### src/design/lps_pkg.sv
// Shared types, constants and helper functions for the line pixel stepper.
// Depends on nothing; every other design file refers to it by scoped names.
package lps_pkg;

  // Coordinate width; the error term and the pixel count carry one more bit.
  localparam int COORD_W = 12;
  localparam int ERR_W   = COORD_W + 1;

  // Configuration register widths and the shared write-data width.
  localparam int BASE_W   = 32;
  localparam int PITCH_W  = 16;
  localparam int BPP_W    = 3;
  localparam int CFG_W    = 32;
  localparam int CFG_IDX_W = 2;
  localparam int COLOR_W  = 24;
  localparam int ADDR_W   = 32;

  // Reset value of bytes per pixel.
  localparam logic [BPP_W-1:0] BPP_RESET = BPP_W'(3);

  typedef enum logic [CFG_IDX_W-1:0] {
    CFG_FB_BASE   = 2'd0,
    CFG_ROW_PITCH = 2'd1,
    CFG_BPP       = 2'd2
  } cfg_idx_t;

  typedef enum logic {
    REQ_START   = 1'b0,
    REQ_ADVANCE = 1'b1
  } req_t;

  typedef enum logic [1:0] {
    MODE_HORIZ  = 2'd0,
    MODE_VERT   = 2'd1,
    MODE_XMAJOR = 2'd2,
    MODE_YMAJOR = 2'd3
  } line_mode_t;

  typedef struct packed {
    logic               req_type;
    logic [COORD_W-1:0] start_x;
    logic [COORD_W-1:0] start_y;
    logic [COORD_W-1:0] end_x;
    logic [COORD_W-1:0] end_y;
    logic [COLOR_W-1:0] line_color;
  } lps_in_t;

  typedef struct packed {
    logic               pixel_valid;
    logic [COORD_W-1:0] pixel_x;
    logic [COORD_W-1:0] pixel_y;
    logic [ADDR_W-1:0]  byte_address;
    logic [COLOR_W-1:0] pixel_color;
    logic               last_pixel;
    logic               line_active;
  } lps_out_t;

  // Pixel stage between the walker and the address unit.
  typedef struct packed {
    logic               stage_valid;
    logic               pixel_valid;
    logic [COORD_W-1:0] pixel_x;
    logic [COORD_W-1:0] pixel_y;
    logic [COLOR_W-1:0] pixel_color;
    logic               last_pixel;
    logic               line_active;
  } lps_pix_t;

  typedef struct packed {
    logic [BASE_W-1:0]  fb_base;
    logic [PITCH_W-1:0] row_pitch;
    logic [BPP_W-1:0]   bytes_per_pixel;
  } lps_cfg_t;

  // One coordinate step toward the end point, wrapping at the coordinate width.
  function automatic logic [COORD_W-1:0] step_coord(input logic [COORD_W-1:0] v,
                                                    input logic neg);
    step_coord = neg ? v - COORD_W'(1) : v + COORD_W'(1);
  endfunction

endpackage

### src/design/lps_walker.sv
// Line walker: holds the line state, performs one start or Bresenham step
// per item and registers the resulting pixel. Uses lps_pkg.
module lps_walker (
  input  logic            clk,
  input  logic            rst_n,
  input  logic            item_valid,
  input  lps_pkg::lps_in_t item,
  input  logic            down_ready,
  output logic            take,
  output logic            walk_ready,
  output lps_pkg::lps_pix_t pix_r
);

  logic [lps_pkg::COORD_W-1:0] cur_x_r, cur_x_nxt;
  logic [lps_pkg::COORD_W-1:0] cur_y_r, cur_y_nxt;
  logic [lps_pkg::COORD_W-1:0] abs_dx_r, abs_dx_nxt;
  logic [lps_pkg::COORD_W-1:0] abs_dy_r, abs_dy_nxt;
  logic                        step_x_neg_r, step_x_neg_nxt;
  logic                        step_y_neg_r, step_y_neg_nxt;
  logic [lps_pkg::ERR_W-1:0]   err_accum_r, err_accum_nxt;
  logic [lps_pkg::ERR_W-1:0]   pixels_left_r, pixels_left_nxt;
  lps_pkg::line_mode_t         line_mode_r, line_mode_nxt;
  logic [lps_pkg::COLOR_W-1:0] held_color_r, held_color_nxt;
  logic                        busy_r, busy_nxt;
  lps_pkg::lps_pix_t           pix_nxt;

  logic                        sx_neg, sy_neg;
  logic [lps_pkg::COORD_W-1:0] sdx, sdy;
  logic [lps_pkg::ERR_W-1:0]   err_x_sum, err_y_sum;

  assign walk_ready = !pix_r.stage_valid || down_ready;
  assign take       = item_valid && walk_ready;

  // Start-item geometry.
  assign sx_neg = item.end_x < item.start_x;
  assign sy_neg = item.end_y < item.start_y;
  assign sdx    = sx_neg ? item.start_x - item.end_x : item.end_x - item.start_x;
  assign sdy    = sy_neg ? item.start_y - item.end_y : item.end_y - item.start_y;

  // Error accumulation for the two diagonal modes.
  assign err_x_sum = err_accum_r + {1'b0, abs_dy_r};
  assign err_y_sum = err_accum_r + {1'b0, abs_dx_r};

  always_comb begin
    cur_x_nxt       = cur_x_r;
    cur_y_nxt       = cur_y_r;
    abs_dx_nxt      = abs_dx_r;
    abs_dy_nxt      = abs_dy_r;
    step_x_neg_nxt  = step_x_neg_r;
    step_y_neg_nxt  = step_y_neg_r;
    err_accum_nxt   = err_accum_r;
    pixels_left_nxt = pixels_left_r;
    line_mode_nxt   = line_mode_r;
    held_color_nxt  = held_color_r;
    busy_nxt        = busy_r;

    if (item.req_type == lps_pkg::REQ_START) begin
      cur_x_nxt      = item.start_x;
      cur_y_nxt      = item.start_y;
      step_x_neg_nxt = sx_neg;
      step_y_neg_nxt = sy_neg;
      abs_dx_nxt     = sdx;
      abs_dy_nxt     = sdy;
      held_color_nxt = item.line_color;
      priority if (sdy == '0) begin
        line_mode_nxt   = lps_pkg::MODE_HORIZ;
        pixels_left_nxt = {1'b0, sdx};
        err_accum_nxt   = '0;
      end else if (sdx == '0) begin
        line_mode_nxt   = lps_pkg::MODE_VERT;
        pixels_left_nxt = {1'b0, sdy};
        err_accum_nxt   = '0;
      end else if (sdx >= sdy) begin
        line_mode_nxt   = lps_pkg::MODE_XMAJOR;
        pixels_left_nxt = {1'b0, sdx};
        err_accum_nxt   = {2'b00, sdx[lps_pkg::COORD_W-1:1]};
      end else begin
        line_mode_nxt   = lps_pkg::MODE_YMAJOR;
        pixels_left_nxt = {1'b0, sdy};
        err_accum_nxt   = {2'b00, sdy[lps_pkg::COORD_W-1:1]};
      end
      busy_nxt = pixels_left_nxt != '0;
    end else if (busy_r) begin
      unique case (line_mode_r)
        lps_pkg::MODE_HORIZ: begin
          cur_x_nxt = lps_pkg::step_coord(cur_x_r, step_x_neg_r);
        end
        lps_pkg::MODE_VERT: begin
          cur_y_nxt = lps_pkg::step_coord(cur_y_r, step_y_neg_r);
        end
        lps_pkg::MODE_XMAJOR: begin
          err_accum_nxt = err_x_sum;
          if (err_x_sum >= {1'b0, abs_dx_r}) begin
            err_accum_nxt = err_x_sum - {1'b0, abs_dx_r};
            cur_y_nxt     = lps_pkg::step_coord(cur_y_r, step_y_neg_r);
          end
          cur_x_nxt = lps_pkg::step_coord(cur_x_r, step_x_neg_r);
        end
        lps_pkg::MODE_YMAJOR: begin
          err_accum_nxt = err_y_sum;
          if (err_y_sum >= {1'b0, abs_dy_r}) begin
            err_accum_nxt = err_y_sum - {1'b0, abs_dy_r};
            cur_x_nxt     = lps_pkg::step_coord(cur_x_r, step_x_neg_r);
          end
          cur_y_nxt = lps_pkg::step_coord(cur_y_r, step_y_neg_r);
        end
        default: begin
          cur_x_nxt = cur_x_r;
        end
      endcase
      pixels_left_nxt = pixels_left_r - lps_pkg::ERR_W'(1);
      busy_nxt        = pixels_left_nxt != '0;
    end
  end

  // Pixel carried by this item: the old position for straight lines, the
  // stepped position for diagonal walks.
  always_comb begin
    pix_nxt             = '0;
    pix_nxt.stage_valid = 1'b1;
    pix_nxt.line_active = busy_nxt;
    if (item.req_type == lps_pkg::REQ_ADVANCE && busy_r) begin
      pix_nxt.pixel_valid = 1'b1;
      pix_nxt.pixel_color = held_color_r;
      pix_nxt.last_pixel  = !busy_nxt;
      if (line_mode_r == lps_pkg::MODE_HORIZ || line_mode_r == lps_pkg::MODE_VERT) begin
        pix_nxt.pixel_x = cur_x_r;
        pix_nxt.pixel_y = cur_y_r;
      end else begin
        pix_nxt.pixel_x = cur_x_nxt;
        pix_nxt.pixel_y = cur_y_nxt;
      end
    end
  end

  always_ff @(posedge clk) begin
    if (!rst_n) begin
      cur_x_r       <= '0;
      cur_y_r       <= '0;
      abs_dx_r      <= '0;
      abs_dy_r      <= '0;
      step_x_neg_r  <= 1'b0;
      step_y_neg_r  <= 1'b0;
      err_accum_r   <= '0;
      pixels_left_r <= '0;
      line_mode_r   <= lps_pkg::MODE_HORIZ;
      held_color_r  <= '0;
      busy_r        <= 1'b0;
    end else if (take) begin
      cur_x_r       <= cur_x_nxt;
      cur_y_r       <= cur_y_nxt;
      abs_dx_r      <= abs_dx_nxt;
      abs_dy_r      <= abs_dy_nxt;
      step_x_neg_r  <= step_x_neg_nxt;
      step_y_neg_r  <= step_y_neg_nxt;
      err_accum_r   <= err_accum_nxt;
      pixels_left_r <= pixels_left_nxt;
      line_mode_r   <= line_mode_nxt;
      held_color_r  <= held_color_nxt;
      busy_r        <= busy_nxt;
    end
  end

  always_ff @(posedge clk) begin
    if (!rst_n) begin
      pix_r <= '0;
    end else if (take) begin
      pix_r <= pix_nxt;
    end else if (down_ready) begin
      pix_r.stage_valid <= 1'b0;
    end
  end

endmodule

### src/design/lps_addr.sv
// Address stage: forms the framebuffer byte address of a pixel and holds the
// finished result in the output register. Uses lps_pkg.
module lps_addr (
  input  logic              clk,
  input  logic              rst_n,
  input  lps_pkg::lps_pix_t pix,
  input  lps_pkg::lps_cfg_t cfg,
  input  logic              out_ready,
  output logic              addr_ready,
  output logic              out_valid_r,
  output lps_pkg::lps_out_t out_item_r
);

  logic [lps_pkg::COORD_W+lps_pkg::PITCH_W-1:0] row_off;
  logic [lps_pkg::COORD_W+lps_pkg::BPP_W-1:0]   col_off;
  logic [lps_pkg::ADDR_W-1:0]                   addr_sum;
  lps_pkg::lps_out_t                            out_nxt;
  logic                                         load;

  assign addr_ready = !out_valid_r || out_ready;
  assign load       = pix.stage_valid && addr_ready;

  assign row_off  = pix.pixel_y * cfg.row_pitch;
  assign col_off  = pix.pixel_x * cfg.bytes_per_pixel;
  assign addr_sum = cfg.fb_base + lps_pkg::ADDR_W'(row_off) + lps_pkg::ADDR_W'(col_off);

  always_comb begin
    out_nxt.pixel_valid  = pix.pixel_valid;
    out_nxt.pixel_x      = pix.pixel_x;
    out_nxt.pixel_y      = pix.pixel_y;
    out_nxt.byte_address = pix.pixel_valid ? addr_sum : '0;
    out_nxt.pixel_color  = pix.pixel_color;
    out_nxt.last_pixel   = pix.last_pixel;
    out_nxt.line_active  = pix.line_active;
  end

  always_ff @(posedge clk) begin
    if (!rst_n) begin
      out_valid_r <= 1'b0;
    end else if (load) begin
      out_valid_r <= 1'b1;
    end else if (out_ready) begin
      out_valid_r <= 1'b0;
    end
  end

  always_ff @(posedge clk) begin
    if (load) begin
      out_item_r <= out_nxt;
    end
  end

endmodule

### src/design/line_pixel_stepper.sv
// Top level of the line pixel stepper: input register, configuration
// registers, and the walker and address stages. Uses lps_pkg, lps_walker, lps_addr.
//
//   Channel   Ports                                   Direction  Handshake
//   ------    --------------------------------------  ---------  -------------
//   input     in_valid, in_ready, in_item              in         valid/ready
//   result    out_valid, out_ready, out_item           out        valid/ready
//   config    cfg_we, cfg_index, cfg_wdata             in         write enable
//
// Every item, start or advance, yields exactly one result item. An item passes
// three registers (input, pixel, result) before its result item is presented.
// One item per cycle is sustained when out_ready is high.
// The walker's line state updates as an item leaves the input register, so the
// next item always sees the line as the previous one left it.
// Reset is synchronous and active low; it clears the line state and loads the
// register defaults (base 0, pitch 0, three bytes per pixel).
// The ready signals chain combinationally from out_ready, so during a result
// stall an empty register still takes an item, and in_ready falls in the same
// cycle once all three registers are full.
module line_pixel_stepper (
  input  logic                          clk,
  input  logic                          rst_n,
  input  logic                          in_valid,
  output logic                          in_ready,
  input  lps_pkg::lps_in_t              in_item,
  output logic                          out_valid,
  input  logic                          out_ready,
  output lps_pkg::lps_out_t             out_item,
  input  logic                          cfg_we,
  input  logic [lps_pkg::CFG_IDX_W-1:0] cfg_index,
  input  logic [lps_pkg::CFG_W-1:0]     cfg_wdata
);

  // Input register stage.
  logic              in_v_r;
  lps_pkg::lps_in_t  in_item_r;

  // Configuration registers, gathered into one struct for the address stage.
  lps_pkg::lps_cfg_t cfg_r;

  logic              take;
  logic              walk_ready;
  logic              addr_ready;
  lps_pkg::lps_pix_t pix_r;

  // The input register frees up when its item moves on to the walker.
  assign in_ready = !in_v_r || walk_ready;

  always_ff @(posedge clk) begin
    if (!rst_n) begin
      in_v_r <= 1'b0;
    end else if (in_valid && in_ready) begin
      in_v_r <= 1'b1;
    end else if (take) begin
      in_v_r <= 1'b0;
    end
  end

  always_ff @(posedge clk) begin
    if (in_valid && in_ready) begin
      in_item_r <= in_item;
    end
  end

  // Register writes; an index past the list is ignored.
  always_ff @(posedge clk) begin
    if (!rst_n) begin
      cfg_r.fb_base         <= '0;
      cfg_r.row_pitch       <= '0;
      cfg_r.bytes_per_pixel <= lps_pkg::BPP_RESET;
    end else if (cfg_we) begin
      unique case (cfg_index)
        lps_pkg::CFG_FB_BASE: begin
          cfg_r.fb_base <= cfg_wdata[lps_pkg::BASE_W-1:0];
        end
        lps_pkg::CFG_ROW_PITCH: begin
          cfg_r.row_pitch <= cfg_wdata[lps_pkg::PITCH_W-1:0];
        end
        lps_pkg::CFG_BPP: begin
          cfg_r.bytes_per_pixel <= cfg_wdata[lps_pkg::BPP_W-1:0];
        end
        default: begin
          cfg_r <= cfg_r;
        end
      endcase
    end
  end

  // Start and step logic; owns the line state and the pixel register.
  lps_walker u_walker (
    .clk        (clk),
    .rst_n      (rst_n),
    .item_valid (in_v_r),
    .item       (in_item_r),
    .down_ready (addr_ready),
    .take       (take),
    .walk_ready (walk_ready),
    .pix_r      (pix_r)
  );

  // Byte address multiply-add and the result register.
  lps_addr u_addr (
    .clk         (clk),
    .rst_n       (rst_n),
    .pix         (pix_r),
    .cfg         (cfg_r),
    .out_ready   (out_ready),
    .addr_ready  (addr_ready),
    .out_valid_r (out_valid),
    .out_item_r  (out_item)
  );

endmodule

### config.mk
export PLATFORM = sky130hd
export DESIGN_NAME = line_pixel_stepper
export DESIGN_NICKNAME = d
export VERILOG_FILES = /design/src/design/lps_pkg.sv /design/src/design/lps_walker.sv /design/src/design/lps_addr.sv /design/src/design/line_pixel_stepper.sv
export SDC_FILE = /design/constraint.sdc
export NUM_CORES = 1
export LEC_CHECK = 0
export BUFFER_PORTS_ARGS = -buffer_cell sky130_fd_sc_hd__buf_2
export CORE_MARGIN = 1.5
export CORE_UTILIZATION = 35
export CTS_CLUSTER_SIZE = 10
export DETAILED_ROUTE_END_ITERATION = 6
export GPL_ROUTABILITY_DRIVEN = 0
export PLACE_DENSITY_LB_ADDON = 0.08
export SYNTH_ARGS = -nofsm -noshare
export SYNTH_HDL_FRONTEND = slang
export SYNTH_SLANG_ARGS = --single-unit
### constraint.sdc
create_clock -name clk -period 8.95 [get_ports clk]
set_input_delay 1.3425 -clock clk [delete_from_list [all_inputs] [get_ports clk]]
set_output_delay 1.3425 -clock clk [all_outputs]
set_load 0.01 [all_outputs]
==> impl_metrics.yaml <==
run_status:
  status: "complete, no violations"
logic_synthesis:
  yosysWarnings: 0
  synth_area_leaders: "edfxtp_1 17%, fa_1 15%, dfxtp_1 15%"
  synthCells: 3053
  syn_area_per_cell_um2: 9.205
  syn_area_um2: 28100
  yosysTopAreaCell: "edfxtp_1"
  ys_seq_area_share_pct: 31.42
  synth_nets: 3602
  ys_types: 94
  synth-main-ff-cell: "dfxtp_1"
  async_reset_ff_share_pct: 0
  ys_ff_latch: 363
  synth_edf_count: 156
  synth_top_area_share_pct: 16.67
die:
  die_width_um: 286.4
  initial_core_util_pct: 35.46
  core_um2: 79260
  die_height_um: 286.4
  rows: 103
  floorplan.die_area_um2: 82000
  ios: 197
clocking:
  ctsLongestPathBuffers: 3
  htree_levels: 2
  tritoncts: "built"
  postCtsSetupBuffers: 0
  holdBufCountCts: 0
  cts_resized: 0
  root_buffer: "clkbuf_16"
  numCtsBuffers: 48
  clock_latency_ps: 620
  clk_pin_slew_ps: 60
  clkSinkCount: 363
detailed_routing:
  postRouteAntennaNets: 0
  drt-pass1-iter-count: 5
  drt-total-wl_mm: 84.01
  viasPerCell: 5.224
  num_vias: 22300
  drt_iter0_drc: 1251
  drc: 0
  wl_per_cell_um: 19.68
setup_path:
  startpoint_type: "flip-flop"
  worstPathRequired_ps: 9310
  rr_endpoint: "u_addr.out_item_r[49]"
  reg2reg_depth: 21
  cp-end-kind: "flip-flop"
  crit_arrival_ps: 8130
  reg2reg_from: "u_walker.pix_r[29]"
  crit_path_max_fanout: 18
  critical_path_class: "flip-flop to flip-flop"
  ff2ff_setup_slack_ps: 1180
finish:
  fill_cells: 8085
  finalNonFillerCells: 4269
  utilization_pct: 39.89
  final_net_count: 3729
  area_growth_pct: 12.52
  final_common_cell: "nand2_1"
  final_cell_area_um2: 31620
  layout-drive-gt1-share_pct: 10.72
  mostFrequentLayoutCells: "390 x nand2_1, 372 x inv_1, 226 x ha_1, 211 x a21oi_1, 211 x fa_1"
place:
  place_inst: 4180
  dp_hpwl_mm: 63.66
  placed_area_um2: 30030
  port_buffers: 196
timing:
  fmax_mhz: 128.7
  setup_viol: 0
  finalHoldViolCount: 0
  rsz0062_at_grt: "no"
  layout_min_cycle_time_ps: 7769
  tns_ps: 0
  relSlewSlack_pct: 5.808
  fin_worst_skew_ps: 24.15
  drv_slew: 0
  finalCritPeriodShare_pct: 86.81
  worst-slew-pin-transition_ps: 1395
global_route:
  grt_pass1_vias: 22910
  grt-ovfl-total: 0
  grt_use_total_pct: 20.40
  grt_pass1_wl_mm: 131.2
  grt_max_degree: 78
  antenna_found_initial: 3
min_path:
  min_from: "u_walker.pix_r[25]"
  min_path_cells: 0
  min_to: "u_addr.out_item_r[25]"
  hp-class: "flip-flop to flip-flop"
power:
  ir_drop_mv: 0.1397
  power_leakage_nw: 14.18
  powerDensity_nw_per_um2: 172.0
job:
  max_cap_viol_count: 0
-- routing by layer --
metal	wire (um)	part of all wire, %	track usage [%]
met4	2459	2.9	6.667
met5	0	0	0
met1	38390	46	27.27
met2	40010	48	34.53
met3	3140	3.7	2.051
-- Yosys cell counts (all sizes together) (38+ instances only) --
library cell,instances
inv,373
clkbuf,119
ha,226
and2,156
nor3,39
nand2,392
dfxtp,207
nand3,38
nor2,145
fa,211
a21oi,211
xnor2,62
mux2i,40
o21ai,134
a21o,57
a22oi,46
edfxtp,156
-- power by group --
group / switching (mW) / leakage (nW) / internal (mW)
sequential: 0.0884 / 3.17 / 1.81
combinational: 1.00 / 10.2 / 0.599
clock: 0.785 / 0.767 / 1.15
-- worst max path at each step --
stage / from / endpoint / slack (ps) / cells past startpoint
6_report: u_walker.pix_r[29] / u_addr.out_item_r[49] / 1180 / 21
5_1_grt: u_walker.pix_r[29] / u_addr.out_item_r[49] / 870 / 21
4_1_cts: u_walker.pix_r[29] / u_addr.out_item_r[49] / 1180 / 21
3_5_place_dp: u_walker.pix_r[29] / u_addr.out_item_r[49] / 1220 / 21
3_3_place_gp: u_walker.pix_r[27] / u_addr.out_item_r[49] / 1360 / 22
2_1_floorplan: u_walker.pix_r[29] / u_addr.out_item_r[49] / 2370 / 23
-- metrics by stage --
stage / power [mW] / hold slack, ps / worst slack [ps]
3_3_place_gp: 3.509 / 415.6 / 1361
3_5_place_dp: 3.523 / 417.7 / 1218
4_1_cts: 5.500 / 431.2 / 1184
6_report: 5.439 / 425.6 / 1181
2_1_floorplan: 3.060 / 406.4 / 2368
5_1_grt: 5.738 / 438.4 / 865.2
-- sequential cells by signal, indices dropped and copies added, names as in the netlist, 13 cells and up --
register                cells
cfg_r                      51
u_addr.out_item_r          83
u_walker.held_color_r      24
in_item_r                  73
u_walker.pixels_left_r     13
u_walker.err_accum_r       13
u_walker.pix_r             52
-- critical path: stages, from the launching register on --
cell and delay, ps:
dfxtp_1 760, nand2_1 180, fa_1 590, fa_1 450, fa_1 550, inv_1 50
fa_1 450, fa_1 490, inv_1 50, fa_1 470, inv_1 40, ha_1 350
a21o_1 210, a21o_1 170, a21oi_1 220, o21ai_0 260, o311ai_0 1220, nand2b_1 240
a221o_1 360, a21oi_1 170, xnor2_1 80, and2_1 150
-- final cells by class --
type	count	area, um2	area share (%)
multi-input combinational	2174	17330	54.80
sequential	363	8828	27.92
inverter	373	1403	4.436
clock buffer	72	1371	4.337
tap	1050	1314	4.155
timing repair buffer	220	1161	3.672
clock inverter	15	209.0	0.6608
antenna	2	5.005	0.01583
-- logic make-up (layout without fill, tap and decap cells) --
group / after synthesis / count (layout) / synth area share [%]
DFF: 363 / 363 / 31.42
other: 0 / 2 / 0
muxes: 54 / 54 / 1.999
and+or+nand+nor: 882 / 882 / 14.73
xor gates and xnor gates: 94 / 94 / 3.050
AOI/OAI and AO/OA: 707 / 707 / 16.62
buffers and inverters: 516 / 680 / 7.093
adders and majority gates: 437 / 437 / 25.09
Power figures use the tool's default switching activity.
